**config.mk**
```make
export PLATFORM = sky130hd
export DESIGN_NAME = binary_split_information_gain_flat
export DESIGN_NICKNAME = d
export VERILOG_FILES = /design/src/rtl/bsig_pkg.sv /design/src/rtl/bsig_sample_if.sv /design/src/rtl/bsig_result_if.sv /design/src/rtl/bsig_counts.sv /design/src/rtl/bsig_log2.sv /design/src/rtl/bsig_div.sv /design/src/rtl/binary_split_information_gain.sv /design/src/flat_wrapper.sv
export SDC_FILE = /design/constraint.sdc
export NUM_CORES = 2
export LEC_CHECK = 0
export CORE_MARGIN = 10
export CORE_UTILIZATION = 44
export CTS_BUF_LIST = sky130_fd_sc_hd__clkbuf_8
export DETAILED_ROUTE_END_ITERATION = 8
export DONT_BUFFER_PORTS = 1
export GPL_ROUTABILITY_DRIVEN = 0
export PLACE_DENSITY = 0.57
export SLEW_MARGIN = 20
export SYNTH_ARGS = -nofsm -noshare
export SYNTH_HDL_FRONTEND = slang
export SYNTH_SLANG_ARGS = --single-unit
```
**constraint.sdc**
```tcl
create_clock -name i_clk -period 17.9 [get_ports i_clk]
set_input_delay 3.58 -clock i_clk [delete_from_list [all_inputs] [get_ports i_clk]]
set_output_delay 3.58 -clock i_clk [all_outputs]
set_load 0.01 [all_outputs]
```
**src/rtl/bsig_pkg.sv**
```systemverilog
// Shared constants and codes of the binary split information gain block.
package bsig_pkg;

    // Default set bound and fixed field widths
    localparam int BSIG_MAX_SAMPLES = 1024;
    localparam int NUM_FEATURES     = 16;
    localparam int FEAT_W           = 16;
    localparam int SEL_W            = 4;
    localparam int LABEL_W          = 2;
    localparam int OUT_W            = 17;

    // Log unit: fraction bits of the result and width of the mantissa
    localparam int LG_FRAC_W = 16;
    localparam int MANT_W    = 32;

    // Class bookkeeping
    localparam int NUM_CLASSES     = 3;
    localparam int CLS_W           = 2;
    localparam int TERMS_PER_GROUP = 4;
    localparam int NUM_TERMS       = 12;

    // Label codes of the sample
    localparam logic [LABEL_W-1:0] LBL_ONE = 2'd1;
    localparam logic [LABEL_W-1:0] LBL_TWO = 2'd2;

    // Counter index of each class
    localparam logic [CLS_W-1:0] CLS_ONE   = 2'd0;
    localparam logic [CLS_W-1:0] CLS_TWO   = 2'd1;
    localparam logic [CLS_W-1:0] CLS_OTHER = 2'd2;

endpackage

```
**src/rtl/bsig_sample_if.sv**
```systemverilog
// Sample channel: valid, ready and the fields of one training sample.
interface bsig_sample_if import bsig_pkg::*; ();
    logic               valid;
    logic               ready;
    logic               sample_used;
    logic [FEAT_W-1:0]  feature_bits;
    logic [LABEL_W-1:0] class_label;
    logic               last_sample;

    modport source (output valid, output sample_used, output feature_bits,
                    output class_label, output last_sample, input ready);
    modport sink   (input valid, input sample_used, input feature_bits,
                    input class_label, input last_sample, output ready);
endinterface

```
**src/rtl/bsig_result_if.sv**
```systemverilog
// Result channel: valid, ready and the fields of one gain result.
interface bsig_result_if import bsig_pkg::*; ();
    logic             valid;
    logic             ready;
    logic [OUT_W-1:0] info_gain;
    logic [OUT_W-1:0] parent_entropy;
    logic             empty_set;
    logic             count_overflow;

    modport source (output valid, output info_gain, output parent_entropy,
                    output empty_set, output count_overflow, input ready);
    modport sink   (input valid, input info_gain, input parent_entropy,
                    input empty_set, input count_overflow, output ready);
endinterface

```
**src/rtl/bsig_counts.sv**
```systemverilog
// Saturating per-class sample counters for the left and right side of the split.
module bsig_counts import bsig_pkg::*; #(
    parameter int MAX_SAMPLES = BSIG_MAX_SAMPLES,
    parameter int CW          = $clog2(MAX_SAMPLES + 1)
) (
    input  logic             i_clk,
    input  logic             i_rst_n,
    input  logic             i_bump,
    input  logic             i_right,
    input  logic [CLS_W-1:0] i_cls,
    input  logic             i_clear,
    output logic [CW-1:0]    o_left  [NUM_CLASSES],
    output logic [CW-1:0]    o_right [NUM_CLASSES],
    output logic             o_overflow
);

    logic [CW-1:0] r_left  [NUM_CLASSES];
    logic [CW-1:0] r_right [NUM_CLASSES];
    logic          r_overflow;

    // Count one sample on its side, hold at the bound and flag it
    always_ff @(posedge i_clk) begin
        if (!i_rst_n || i_clear) begin
            for (int i = 0; i < NUM_CLASSES; i++) begin
                r_left[i]  <= '0;
                r_right[i] <= '0;
            end
            r_overflow <= 1'b0;
        end else if (i_bump) begin
            if (i_right) begin
                if (r_right[i_cls] >= CW'(MAX_SAMPLES)) begin
                    r_overflow <= 1'b1;
                end else begin
                    r_right[i_cls] <= r_right[i_cls] + 1'b1;
                end
            end else begin
                if (r_left[i_cls] >= CW'(MAX_SAMPLES)) begin
                    r_overflow <= 1'b1;
                end else begin
                    r_left[i_cls] <= r_left[i_cls] + 1'b1;
                end
            end
        end
    end

    assign o_left     = r_left;
    assign o_right    = r_right;
    assign o_overflow = r_overflow;

endmodule

```
**src/rtl/bsig_log2.sv**
```systemverilog
// Iterative log2 in Q.16: shift to normalize, then one squaring per fraction bit.
module bsig_log2 import bsig_pkg::*; #(
    parameter int XW = 13,
    parameter int KW = $clog2(XW)
) (
    input  logic                   i_clk,
    input  logic                   i_rst_n,
    input  logic                   i_start,
    input  logic [XW-1:0]          i_x,
    output logic                   o_done,
    output logic [KW+LG_FRAC_W-1:0] o_lg
);

    localparam logic [1:0] L_IDLE = 2'd0;
    localparam logic [1:0] L_NORM = 2'd1;
    localparam logic [1:0] L_SQR  = 2'd2;

    localparam int CNTW = $clog2(LG_FRAC_W);

    logic [1:0]           r_state;
    logic                 r_done;
    logic [MANT_W-1:0]    r_m;
    logic [KW-1:0]        r_k;
    logic [LG_FRAC_W-1:0] r_frac;
    logic [CNTW-1:0]      r_cnt;
    logic [2*MANT_W-1:0]  sq;

    // Square the mantissa; the top bit decides the next fraction bit
    assign sq = (2*MANT_W)'(r_m) * (2*MANT_W)'(r_m);

    // Sequence: load, shift until the msb sits on top, then square; a zero input is done at load
    always_ff @(posedge i_clk) begin
        if (!i_rst_n) begin
            r_state <= L_IDLE;
            r_done  <= 1'b0;
        end else begin
            r_done <= 1'b0;
            unique case (r_state)
                L_IDLE: begin
                    if (i_start) begin
                        if (i_x == '0) begin
                            r_done <= 1'b1;
                        end else begin
                            r_state <= L_NORM;
                        end
                    end
                end
                L_NORM: begin
                    if (r_m[MANT_W-1]) begin
                        r_state <= L_SQR;
                    end
                end
                L_SQR: begin
                    if (r_cnt == CNTW'(LG_FRAC_W - 1)) begin
                        r_state <= L_IDLE;
                        r_done  <= 1'b1;
                    end
                end
                default: r_state <= L_IDLE;
            endcase
        end
    end

    // Mantissa, exponent and fraction datapath
    always_ff @(posedge i_clk) begin
        unique case (r_state)
            L_IDLE: begin
                if (i_start) begin
                    r_m    <= {i_x, {(MANT_W - XW){1'b0}}};
                    r_k    <= (i_x == '0) ? '0 : KW'(XW - 1);
                    r_frac <= '0;
                    r_cnt  <= '0;
                end
            end
            L_NORM: begin
                if (!r_m[MANT_W-1]) begin
                    r_m <= {r_m[MANT_W-2:0], 1'b0};
                    r_k <= r_k - 1'b1;
                end
            end
            L_SQR: begin
                r_cnt <= r_cnt + 1'b1;
                if (sq[2*MANT_W-1]) begin
                    r_m    <= sq[2*MANT_W-1:MANT_W];
                    r_frac <= {r_frac[LG_FRAC_W-2:0], 1'b1};
                end else begin
                    r_m    <= sq[2*MANT_W-2:MANT_W-1];
                    r_frac <= {r_frac[LG_FRAC_W-2:0], 1'b0};
                end
            end
            default: ;
        endcase
    end

    assign o_done = r_done;
    assign o_lg   = {r_k, r_frac};

endmodule

```
**src/rtl/bsig_div.sv**
```systemverilog
// Restoring divider, one quotient bit per cycle.
module bsig_div import bsig_pkg::*; #(
    parameter int DW = 37,
    parameter int VW = 13
) (
    input  logic          i_clk,
    input  logic          i_rst_n,
    input  logic          i_start,
    input  logic [DW-1:0] i_dividend,
    input  logic [VW-1:0] i_divisor,
    output logic          o_done,
    output logic [DW-1:0] o_quo
);

    localparam int CNTW = $clog2(DW + 1);

    logic            r_busy;
    logic            r_done;
    logic [CNTW-1:0] r_cnt;
    logic [VW-1:0]   r_rem;
    logic [VW-1:0]   r_dvs;
    logic [DW-1:0]   r_quo;
    logic [VW:0]     trial;
    logic [VW:0]     diff;
    logic            fits;

    // Bring down the next dividend bit and try the subtract
    assign trial = {r_rem, r_quo[DW-1]};
    assign diff  = trial - {1'b0, r_dvs};
    assign fits  = (trial >= {1'b0, r_dvs});

    // Step control
    always_ff @(posedge i_clk) begin
        if (!i_rst_n) begin
            r_busy <= 1'b0;
            r_done <= 1'b0;
        end else begin
            r_done <= 1'b0;
            if (i_start) begin
                r_busy <= 1'b1;
            end else if (r_busy && r_cnt == CNTW'(1)) begin
                r_busy <= 1'b0;
                r_done <= 1'b1;
            end
        end
    end

    // Remainder and quotient shift
    always_ff @(posedge i_clk) begin
        if (i_start) begin
            r_quo <= i_dividend;
            r_rem <= '0;
            r_dvs <= i_divisor;
            r_cnt <= CNTW'(DW);
        end else if (r_busy) begin
            r_rem <= fits ? diff[VW-1:0] : trial[VW-1:0];
            r_quo <= {r_quo[DW-2:0], fits};
            r_cnt <= r_cnt - 1'b1;
        end
    end

    assign o_done = r_done;
    assign o_quo  = r_quo;

endmodule

```
**src/rtl/binary_split_information_gain.sv**
```systemverilog
// Binary split information gain: class counting per sample, entropy sequencer per set.
// A sample that is not last leaves the block idle; ready stays high every cycle while idle.
// A last sample holds ready low while the shared log unit works (normalize shifts plus
// one squaring per fraction bit for each term, 12 terms) and the one-bit-per-cycle divider
// runs twice, and while an earlier result still waits in the output register; the result
// shows as ready returns.
// Synchronous active-low reset clears the counters, the select register and the result valid flag.
module binary_split_information_gain import bsig_pkg::*; #(
    parameter int MAX_SAMPLES = BSIG_MAX_SAMPLES
) (
    input  logic             i_clk,
    input  logic             i_rst_n,
    input  logic             i_cfg_we,
    input  logic [SEL_W-1:0] i_cfg_wdata,
    bsig_sample_if.sink      i_sample,
    bsig_result_if.source    o_result
);

    localparam int CW = $clog2(MAX_SAMPLES + 1);
    localparam int NW = $clog2(6 * MAX_SAMPLES + 1);
    localparam int KW = $clog2(NW);
    localparam int LW = LG_FRAC_W + KW;
    localparam int PW = NW + LW;
    localparam int AW = PW + 5;
    localparam int DW = AW - 1;
    localparam int TW = $clog2(NUM_TERMS);

    localparam logic [3:0] S_IDLE  = 4'd0;
    localparam logic [3:0] S_CHECK = 4'd1;
    localparam logic [3:0] S_TERM  = 4'd2;
    localparam logic [3:0] S_LOG   = 4'd3;
    localparam logic [3:0] S_ACC   = 4'd4;
    localparam logic [3:0] S_DIVP  = 4'd5;
    localparam logic [3:0] S_DIVPW = 4'd6;
    localparam logic [3:0] S_DIVG  = 4'd7;
    localparam logic [3:0] S_DIVGW = 4'd8;
    localparam logic [3:0] S_OUT   = 4'd9;

    logic [3:0]              r_state;
    logic [3:0]              n_state;
    logic [SEL_W-1:0]        r_feature_select;
    logic [TW-1:0]           r_t;

    logic                    accept;
    logic [CLS_W-1:0]        sample_cls;
    logic                    sample_right;
    logic                    cnt_clear;
    logic [CW-1:0]           cnt_left  [NUM_CLASSES];
    logic [CW-1:0]           cnt_right [NUM_CLASSES];
    logic                    cnt_ovf;

    logic [NW-1:0]           tot_l;
    logic [NW-1:0]           tot_r;
    logic [NW-1:0]           tot_n;
    logic [NW-1:0]           par [NUM_CLASSES];
    logic [NW-1:0]           term_x;
    logic                    term_neg;
    logic                    term_parent;

    logic                    log_start;
    logic                    log_done;
    logic [LW-1:0]           log_lg;

    logic [PW-1:0]           r_prod;
    logic signed [AW-1:0]    prod_ext;
    logic signed [AW-1:0]    r_acc_p;
    logic signed [AW-1:0]    r_acc_c;
    logic signed [AW-1:0]    wp;
    logic signed [AW-1:0]    gval;

    logic                    div_start;
    logic                    div_done;
    logic [DW-1:0]           div_dividend;
    logic [DW-1:0]           div_quo;
    logic [OUT_W-1:0]        quo_cap;

    logic [OUT_W-1:0]        r_pent;
    logic [OUT_W-1:0]        r_gain;
    logic                    r_empty;
    logic                    r_o_valid;
    logic [OUT_W-1:0]        r_o_gain;
    logic [OUT_W-1:0]        r_o_pent;
    logic                    r_o_empty;
    logic                    r_o_ovf;

    // Sample transfer and routing to a class counter
    assign i_sample.ready = (r_state == S_IDLE);
    assign accept         = i_sample.valid && i_sample.ready;

    always_comb begin
        unique case (i_sample.class_label)
            LBL_ONE: sample_cls = CLS_ONE;
            LBL_TWO: sample_cls = CLS_TWO;
            default: sample_cls = CLS_OTHER;
        endcase
    end

    assign sample_right = (32'(r_feature_select) < NUM_FEATURES) &&
                          i_sample.feature_bits[r_feature_select];

    bsig_counts #(
        .MAX_SAMPLES (MAX_SAMPLES),
        .CW          (CW)
    ) u_counts (
        .i_clk      (i_clk),
        .i_rst_n    (i_rst_n),
        .i_bump     (accept && i_sample.sample_used),
        .i_right    (sample_right),
        .i_cls      (sample_cls),
        .i_clear    (cnt_clear),
        .o_left     (cnt_left),
        .o_right    (cnt_right),
        .o_overflow (cnt_ovf)
    );

    // Side and parent totals
    always_comb begin
        for (int i = 0; i < NUM_CLASSES; i++) begin
            par[i] = NW'(cnt_left[i]) + NW'(cnt_right[i]);
        end
        tot_l = NW'(cnt_left[0]) + NW'(cnt_left[1]) + NW'(cnt_left[2]);
        tot_r = NW'(cnt_right[0]) + NW'(cnt_right[1]) + NW'(cnt_right[2]);
        tot_n = tot_l + tot_r;
    end

    // Pick the count of the current term: parent, left, right; total first
    always_comb begin
        case (r_t)
            TW'(0):  term_x = tot_n;
            TW'(1):  term_x = par[0];
            TW'(2):  term_x = par[1];
            TW'(3):  term_x = par[2];
            TW'(4):  term_x = tot_l;
            TW'(5):  term_x = NW'(cnt_left[0]);
            TW'(6):  term_x = NW'(cnt_left[1]);
            TW'(7):  term_x = NW'(cnt_left[2]);
            TW'(8):  term_x = tot_r;
            TW'(9):  term_x = NW'(cnt_right[0]);
            TW'(10): term_x = NW'(cnt_right[1]);
            TW'(11): term_x = NW'(cnt_right[2]);
            default: term_x = '0;
        endcase
    end

    assign term_neg    = (r_t[1:0] != '0);
    assign term_parent = (r_t < TW'(TERMS_PER_GROUP));
    assign prod_ext    = AW'(r_prod);

    bsig_log2 #(
        .XW (NW),
        .KW (KW)
    ) u_log2 (
        .i_clk   (i_clk),
        .i_rst_n (i_rst_n),
        .i_start (log_start),
        .i_x     (term_x),
        .o_done  (log_done),
        .o_lg    (log_lg)
    );

    // Clamp the parent sum, form the gain numerator, choose the dividend
    assign wp   = r_acc_p[AW-1] ? '0 : r_acc_p;
    assign gval = wp - r_acc_c;

    assign div_dividend = (r_state == S_DIVG) ?
                          (gval[AW-1] ? '0 : gval[DW-1:0]) : wp[DW-1:0];

    bsig_div #(
        .DW (DW),
        .VW (NW)
    ) u_div (
        .i_clk      (i_clk),
        .i_rst_n    (i_rst_n),
        .i_start    (div_start),
        .i_dividend (div_dividend),
        .i_divisor  (tot_n),
        .o_done     (div_done),
        .o_quo      (div_quo)
    );

    assign quo_cap = (div_quo[DW-1:OUT_W] != '0) ? '1 : div_quo[OUT_W-1:0];

    // Sequencer over the terms and the two divisions
    always_comb begin
        n_state   = r_state;
        log_start = 1'b0;
        div_start = 1'b0;
        cnt_clear = 1'b0;
        unique case (r_state)
            S_IDLE: begin
                if (accept && i_sample.last_sample) begin
                    n_state = S_CHECK;
                end
            end
            S_CHECK: n_state = (tot_n == '0) ? S_OUT : S_TERM;
            S_TERM: begin
                log_start = 1'b1;
                n_state   = S_LOG;
            end
            S_LOG: begin
                if (log_done) begin
                    n_state = S_ACC;
                end
            end
            S_ACC: n_state = (r_t == TW'(NUM_TERMS - 1)) ? S_DIVP : S_TERM;
            S_DIVP: begin
                div_start = 1'b1;
                n_state   = S_DIVPW;
            end
            S_DIVPW: begin
                if (div_done) begin
                    n_state = S_DIVG;
                end
            end
            S_DIVG: begin
                div_start = 1'b1;
                n_state   = S_DIVGW;
            end
            S_DIVGW: begin
                if (div_done) begin
                    n_state = S_OUT;
                end
            end
            S_OUT: begin
                if (!r_o_valid || o_result.ready) begin
                    cnt_clear = 1'b1;
                    n_state   = S_IDLE;
                end
            end
            default: n_state = S_IDLE;
        endcase
    end

    // Control registers
    always_ff @(posedge i_clk) begin
        if (!i_rst_n) begin
            r_state          <= S_IDLE;
            r_feature_select <= '0;
            r_t              <= '0;
            r_o_valid        <= 1'b0;
        end else begin
            r_state <= n_state;
            if (i_cfg_we) begin
                r_feature_select <= i_cfg_wdata;
            end
            if (r_state == S_CHECK) begin
                r_t <= '0;
            end else if (r_state == S_ACC) begin
                r_t <= r_t + 1'b1;
            end
            if (cnt_clear) begin
                r_o_valid <= 1'b1;
            end else if (o_result.ready) begin
                r_o_valid <= 1'b0;
            end
        end
    end

    // Entropy datapath and result hold
    always_ff @(posedge i_clk) begin
        if (r_state == S_CHECK) begin
            r_acc_p <= '0;
            r_acc_c <= '0;
            r_pent  <= '0;
            r_gain  <= '0;
            r_empty <= (tot_n == '0);
        end
        if (r_state == S_LOG && log_done) begin
            r_prod <= PW'(term_x) * PW'(log_lg);
        end
        if (r_state == S_ACC) begin
            if (term_parent) begin
                r_acc_p <= term_neg ? r_acc_p - prod_ext : r_acc_p + prod_ext;
            end else begin
                r_acc_c <= term_neg ? r_acc_c - prod_ext : r_acc_c + prod_ext;
            end
        end
        if (r_state == S_DIVPW && div_done) begin
            r_pent <= quo_cap;
        end
        if (r_state == S_DIVGW && div_done) begin
            r_gain <= quo_cap;
        end
        if (cnt_clear) begin
            r_o_gain  <= r_gain;
            r_o_pent  <= r_pent;
            r_o_empty <= r_empty;
            r_o_ovf   <= cnt_ovf;
        end
    end

    assign o_result.valid          = r_o_valid;
    assign o_result.info_gain      = r_o_gain;
    assign o_result.parent_entropy = r_o_pent;
    assign o_result.empty_set      = r_o_empty;
    assign o_result.count_overflow = r_o_ovf;

endmodule

```
**src/flat_wrapper.sv**
```systemverilog
// flat-port wrapper written by rule: the top's interface ports become plain ports
module binary_split_information_gain_flat import bsig_pkg::*;
#(
    parameter int MAX_SAMPLES = BSIG_MAX_SAMPLES
)
  (i_clk, i_rst_n, i_cfg_we, i_cfg_wdata, i_sample_valid, i_sample_sample_used, i_sample_feature_bits, i_sample_class_label, i_sample_last_sample, i_sample_ready, o_result_valid, o_result_info_gain, o_result_parent_entropy, o_result_empty_set, o_result_count_overflow, o_result_ready);
  bsig_sample_if i_sample_i ();
  bsig_result_if o_result_i ();
  input  logic i_clk;
  input  logic i_rst_n;
  input  logic i_cfg_we;
  input  logic [SEL_W-1:0] i_cfg_wdata;
  input wire logic [$bits(i_sample_i.valid)-1:0] i_sample_valid;
  input wire logic [$bits(i_sample_i.sample_used)-1:0] i_sample_sample_used;
  input wire logic [$bits(i_sample_i.feature_bits)-1:0] i_sample_feature_bits;
  input wire logic [$bits(i_sample_i.class_label)-1:0] i_sample_class_label;
  input wire logic [$bits(i_sample_i.last_sample)-1:0] i_sample_last_sample;
  output wire logic [$bits(i_sample_i.ready)-1:0] i_sample_ready;
  output wire logic [$bits(o_result_i.valid)-1:0] o_result_valid;
  output wire logic [$bits(o_result_i.info_gain)-1:0] o_result_info_gain;
  output wire logic [$bits(o_result_i.parent_entropy)-1:0] o_result_parent_entropy;
  output wire logic [$bits(o_result_i.empty_set)-1:0] o_result_empty_set;
  output wire logic [$bits(o_result_i.count_overflow)-1:0] o_result_count_overflow;
  input wire logic [$bits(o_result_i.ready)-1:0] o_result_ready;
  assign i_sample_i.valid = i_sample_valid;
  assign i_sample_i.sample_used = i_sample_sample_used;
  assign i_sample_i.feature_bits = i_sample_feature_bits;
  assign i_sample_i.class_label = i_sample_class_label;
  assign i_sample_i.last_sample = i_sample_last_sample;
  assign i_sample_ready = i_sample_i.ready;
  assign o_result_valid = o_result_i.valid;
  assign o_result_info_gain = o_result_i.info_gain;
  assign o_result_parent_entropy = o_result_i.parent_entropy;
  assign o_result_empty_set = o_result_i.empty_set;
  assign o_result_count_overflow = o_result_i.count_overflow;
  assign o_result_i.ready = o_result_ready;
  binary_split_information_gain #(.MAX_SAMPLES(MAX_SAMPLES)) u_core (.i_clk(i_clk), .i_rst_n(i_rst_n), .i_cfg_we(i_cfg_we), .i_cfg_wdata(i_cfg_wdata), .i_sample(i_sample_i), .o_result(o_result_i));
endmodule
```
[Yosys cells after proc, flatten, opt, wreduce, memory -nomap -nowiden]
Cells that the tools add are included.
Word-level totals
  register bits after elaboration: 390
  bits in latches: 0
  RAM bits: 0
  bits in read-only memories: 0
  input port bits: 29
  logic and storage cells: 219
  memories kept: 0
Cells by class
  $add $sub $neg: 20
  multipliers: 2
  divide/modulo/power cells: 0
  magnitude comparators: 7
  equal/unequal tests: 37
  shift operators: 0
  muxes and demuxes: 74
  bitwise gates (word level): 5
  reduce and logical (&&, ||, !) cells: 40
Operator list (count)
  two-way mux 38 bit: 8
  two-way mux 37 bit: 5
  one-hot mux 13 bit (12 select lines): 1
  two-way mux 32 bit: 3
  one-hot mux 32 bit (3 select lines): 1
  adder 38 x 34 -> 38 bit: 2
  subtractor 38 x 34 -> 38 bit: 2
  two-way mux 17 bit: 4
  bitwise mux 33 bit: 2
  multiplier 32 x 32 -> 64 bit: 1
  adder 11 x 11 -> 12 bit: 5
  two-way mux 11 bit: 5
  binary-select mux 11 bit (select 2 bit): 2
  two-way mux 4 bit: 10
  one-hot mux 4 bit (10 select lines): 1
  subtractor 38 bit: 1
  multiplier 13 x 20 -> 33 bit: 1
  == test 4 x 3 -> 1 bit, second input constant: 8
  one-hot mux 16 bit (2 select lines): 1
  == test 4 bit, second input constant: 7
  adder 13 x 11 -> 13 bit: 2
  zero test 13 bit: 2
  adder 11 x 1 -> 11 bit, second input constant: 2
  demux 11 bit (select 2 bit): 1
  other kinds (43): 108

[Depth between registers and ports, before layout]
  depth after elaboration: 9
  depth in mapped cells: 46
  mapped depth without buffers: 45

[Modules after synthesis]
A second synthesis with hierarchy kept.
Unflattened totals
  cell total of the unflattened synthesis: 7183
  area, all modules: 65250.1 µm²
Modules (own cells, without submodules)
  bsig_log2: instances 1, cells each 3439, area each 32197.1 µm², seq. area each 1741.7 µm²
  binary_split_information_gain: instances 1, cells each 3000, area each 25718.4 µm², seq. area each 4904.7 µm²
  bsig_counts: instances 1, cells each 444, area each 3749.8 µm², seq. area each 1341.3 µm²
  bsig_div: instances 1, cells each 300, area each 3584.7 µm², seq. area each 1921.8 µm²

[Worst setup path after synthesis]
No wires, ideal clock.
  kind: register to register
  start point: register u_core.u_counts.r_right (netlist bit u_core.u_counts.o_right[11])
  end point: register u_core.r_prod[31] (data pin)
  setup time: 0.258 ns
  data arrival time: 10.239 ns
  path slack: 7.404 ns
  cell stages (with the launch flop): 46
  buffers on the path: 1
  path through: dfxtp_1 ha_1 fa_1 a21o_1 a21oi_1 o21bai_1 a21oi_1 o21ai_0 a21oi_1 xnor2_1 ha_1 and3_1 a221o_1 a21o_1 a21oi_1 xor2_1 ha_1 and4b_1 (+10 left out) fa_1 inv_1 fa_1 inv_1 fa_1 inv_1 ha_1 a2111oi_0 a211oi_1 o21a_1 o21ai_0 a21oi_1 o41a_1 a21o_1 o41ai_1 o21bai_1 a21oi_1 xnor2_1
On the way
  cells in the longest elaborated chain, start to end: 5
RTL lines
  start: declaration: line bsig_counts.sv:18  | logic [CW-1:0] r_right [NUM_CLASSES];
  start signal: indexed assignment: line bsig_counts.sv:34  | r_right[i_cls] <= r_right[i_cls] + 1'b1;
  adder 11 x 11 -> 12 bit: line binary_split_information_gain.sv:122  | tot_r = NW'(cnt_right[0]) + NW'(cnt_right[1]) + NW'(cnt_right[2]);
  adder 13 x 11 -> 13 bit: line binary_split_information_gain.sv:122
  adder 13 bit: line binary_split_information_gain.sv:123  | tot_n = tot_l + tot_r;
  net u_core.tot_n[11]: line binary_split_information_gain.sv:54  | logic [NW-1:0] tot_n;
  one-hot mux 13 bit (12 select lines): line binary_split_information_gain.sv:128  | case (r_t)
  multiplier 13 x 20 -> 33 bit: line binary_split_information_gain.sv:269  | r_prod <= PW'(term_x) * PW'(log_lg);
  end signal: assignment: line binary_split_information_gain.sv:269
  end: declaration: line binary_split_information_gain.sv:64  | logic [PW-1:0] r_prod;
The timed path passes the listed nets, and every way through them passes these cells.
A chain may end at the register's enable or synchronous reset.

[Final worst setup path]
Ends and elaborated chain as after synthesis.

==> results.md <==
- Status: complete, no violations
- Pins Over Slew Limit: 0
- Initial DRC count: 2,845
- Synth cell types: 98
- CTS Root Cell: clkbuf_8
- Routed len/inst: 19.3 um
- Global route overflow: 0
- P_leak: 33.1 nW
- Io pins: 67
- Syn Nets: 8,678
- Total CTS buffers: between 70 and 80
- Design area: 0.0676 mm2
- Vias in the first global route: 49,700
- Max VDD drop: 0.000358 V
- DPL Wire Length: 135,000 um
- Worst Hold Class: register to register
- Hold Buf Count CTS: 0
- Clock sink total: 390
- Number of H-tree levels: 3
- Max Clk Rate: 85.2 MHz
- Final critical-path required period: 11.74 ns
- GRT Overall Usage: 0.214
- Clock Skew: 0.0529 ns
- Setup bufs post-CTS: 0
- Final hold vios: 0
- Ys async rst share: 0
- FF-to-FF setup slack: approximately 6.2 ns
- Yosys reg bits: 390
- Core Area: 0.145 mm2
- Drt total wl: 172,000 um
- Post_cts resized: 0
- R2R cell count: 44
- DR vias/cell: 5.34
- Die Ht: 402 um
- Number of cells on the critical path: 44
- Post-synthesis sequential area ratio: 0.155
- RR Startpoint: u_core.u_counts.o_right[11]
- Critical path class: register to register
- Synthesized area per cell: roughly 9.1 um2
- Worst stage delay on the critical path: 0.54 ns
- Initial antenna violation count: 7
- Post-Syn Area: 0.0641 mm2
- Crit path capture: u_core.r_prod[31]
- Nets: approximately 8,600
- Initial Util: 0.441
- Yosys warning total: 0
- Final ANT Viol Nets: 0
- CP max FO: 22
- Share of post-route cells with drive strength above 1: 0.0382
- Area after DPL: approximately 0.066 mm2
- Final setup vio count: 0
- Insertion delay to the later sink of the worst-skew pair: 0.75 ns
- Max-cap viol count: 0
- Setup TNS: 0 ns
- I/O Buffers: 0
- Post-route DRC violation count: 0
- CP most frequent cell: a21oi_1
- CTS tree: built
- R2r endpoint: u_core.r_prod[31]
- Syn Inst Count: 7,046
- Die Wd: about 400 um
- Relative slew slack: 0.220
- CP max-delay cell: a2111oi_0
- Post-synth EDFFs: 210
- Worst-Margin Slew: between 1 and 1.5 ns
- Layout area overhead: 5.48%
- WP data required: around 18 ns
- Clock Path Buffers: 3
- Via count: approximately 48,000
- Critical path endpoint category: register
- Die area: 0.161 mm2
- Largest net degree at the start of global routing: 76
- First-pass GRT wire length: ~280,000 um
- WP buf/inv: 4
- CP startpoint: u_core.u_counts.o_right[11]
- Worst-path clk slew: roughly 0.06 ns
- Cell family with most CP delay: compound AO/OA/AOI/OAI gates
- Final worst-path cycle share: 0.656
- FILL cells: between 10,000 and 15,000
- RSZ-0062 raised after global routing: no
- First-pass detailed-route iteration total: 6
- Startpoint types: register
- Arr. time, crit path: about 12 ns
- PwrDens: about 130 mW/mm2
- Row count: 140
- Top FF cell, synth: edfxtp_1
==> synthesized netlist by cell type, types with 30 or more instances <==
cell / number / area share
inv_1: 1366 / 0.080
fa_1: 1016 / 0.32
ha_1: 587 / 0.11
nand2_1: 575 / 0.034
nor2_1: 439 / 0.026
and2_1: 283 / 0.028
a21oi_1: 271 / 0.021
o21ai_0: 258 / 0.020
clkbuf_1: 244 / 0.014
edfxtp_1: 210 / 0.098
dfxtp_1: 180 / 0.056
xnor2_1: 168 / 0.023
nand3_1: 154 / 0.012
nor2b_1: 144 / 0.014
xor2_1: 135 / 0.018
mux2i_1: 125 / 0.020
a21o_1: 124 / 0.015
nand2b_1: 69 / 0.0067
nor3_1: 63 / 0.0049
a221oi_1: 45 / 0.0061
o21bai_1: 42 / 0.0049
nand4_1: 40 / 0.0039
and3_1: 35 / 0.0034
a211oi_1: 30 / 0.0035
o31ai_1: 30 / 0.0035
==> placed cells by master, fill, tap and decap left out, types with 12 or more instances in the layout <==
| cell type | netlist | final |
|---|---|---|
| dfxtp_1 | 180 | 180 |
| mux2i_1 | 125 | 125 |
| nor3_1 | 63 | 63 |
| a22oi_1 | 24 | 24 |
| o41ai_1 | 16 | 16 |
| fa_1 | 1016 | 1016 |
| a221oi_1 | 45 | 45 |
| nor2b_1 | 144 | 144 |
| o21bai_1 | 42 | 42 |
| nor4_1 | 12 | 12 |
| a31o_2 | 13 | 13 |
| o211ai_1 | 17 | 17 |
| and2_1 | 283 | 283 |
| or2_2 | 14 | 14 |
| o21ai_0 | 258 | 257 |
| clkinv_1 | 4 | 13 |
| edfxtp_1 | 210 | 210 |
| nand2_1 | 575 | 572 |
| nand4_1 | 40 | 40 |
| a222oi_1 | 14 | 14 |
| a211oi_1 | 30 | 27 |
| xor2_1 | 135 | 135 |
| a21oi_1 | 271 | 271 |
| nor2_1 | 439 | 438 |
| o31ai_1 | 30 | 30 |
| o21a_1 | 19 | 19 |
| buf_4 | 1 | 74 |
| or3_1 | 17 | 17 |
| xnor2_1 | 168 | 168 |
| inv_1 | 1366 | 1384 |
| clkbuf_8 | 0 | 81 |
| a31oi_1 | 26 | 26 |
| and3_1 | 35 | 34 |
| nand3_1 | 154 | 154 |
| ha_1 | 587 | 587 |
| a21o_1 | 124 | 124 |
| nand2b_1 | 69 | 67 |
==> metal layers <==
layer  routed length (um)  vias up  track usage  part of all wire
met4                 3930        2       0.0515             0.023
met3                 9610      240       0.0311             0.056
met2                81400     1191        0.358              0.47
met5                   13        -            0          0.000076
li1                     -    22400            -                 -
met1                76700    23600        0.291              0.45
==> kinds of logic (layout without fill, tap and decap cells) <==
| group | count (synthesis) | in the layout | share of synthesized area |
|---|---|---|---|
| xor+xnor | 303 | 303 | 0.0414 |
| fa+ha+maj | 1603 | 1603 | 0.432 |
| compound gates | 1061 | 1061 | 0.108 |
| mux | 141 | 141 | 0.0233 |
| flops | 390 | 390 | 0.155 |
| buf+inv | 1646 | 1583 | 0.0971 |
| other cells | 0 | 4 | 0 |
| simple gates | 1902 | 1902 | 0.144 |
==> through the flow <==
step,util,worst slack [ns],cells,power (mW),hold slack [ns]
after floorplan,-,7.40,7046,5.71,0.400
after global routing,0.466,5.43,8904,9.29,0.425
after detailed placement,0.455,6.22,8766,7.42,0.405
after global placement,0.455,6.29,8766,7.40,0.401
final,0.466,6.16,8904,8.45,0.416
after CTS,0.465,6.20,8899,8.41,0.417
==> how the worst min path moves through the flow <==
stage | endpoint | startpoint | slack, ns | depth (start not counted)
final | u_core.o_result.info_gain[15] | u_core.r_gain[15] | 0.42 | 0
after global routing | u_core.o_result.info_gain[13] | u_core.r_gain[13] | 0.42 | 0
after CTS | u_core.o_result.info_gain[15] | u_core.r_gain[15] | 0.42 | 0
after detailed placement | u_core.o_result.info_gain[15] | u_core.r_gain[15] | 0.40 | 0
after global placement | u_core.o_result.parent_entropy[8] | u_core.r_pent[8] | 0.40 | 0
after floorplan | u_core.o_result.empty_set | u_core.r_empty | 0.40 | 0
==> power breakdown <==
part           switching [mW]  total, mW  internal (mW)
logic                    4.08       6.55           2.47
clock network           0.433      0.914          0.481
registers              0.0200      0.989          0.969
total                    4.53       8.45           3.92
==> registers in the layout, summed over array words and instances, names as in the netlist, 17 cells and up <==
name                            cells
u_core.o_result.info_gain          17
u_core.o_result.parent_entropy     17
u_core.r_acc_c                     38
u_core.r_acc_p                     38
u_core.r_gain                      17
u_core.r_pent                      17
u_core.r_prod                      33
u_core.u_counts.o_left             33
u_core.u_counts.o_right            33
u_core.u_div.o_quo                 37
u_core.u_log2.r_m                  32
==> area by class of cell <==
class	count	area [um2]	share of cell area
Inverter	1375	5160	0.0763
Tap cell	1917	2400	0.0355
Sequential cell	390	9910	0.147
Multi-Input combinational cell	5010	48100	0.711
Antenna cell	4	10.0	0.000148
Timing Repair Buffer	75	563	0.00833
Clock buffer	81	1110	0.0165
Clock inverter	52	387	0.00572
(Power assumes the default switching activity.)
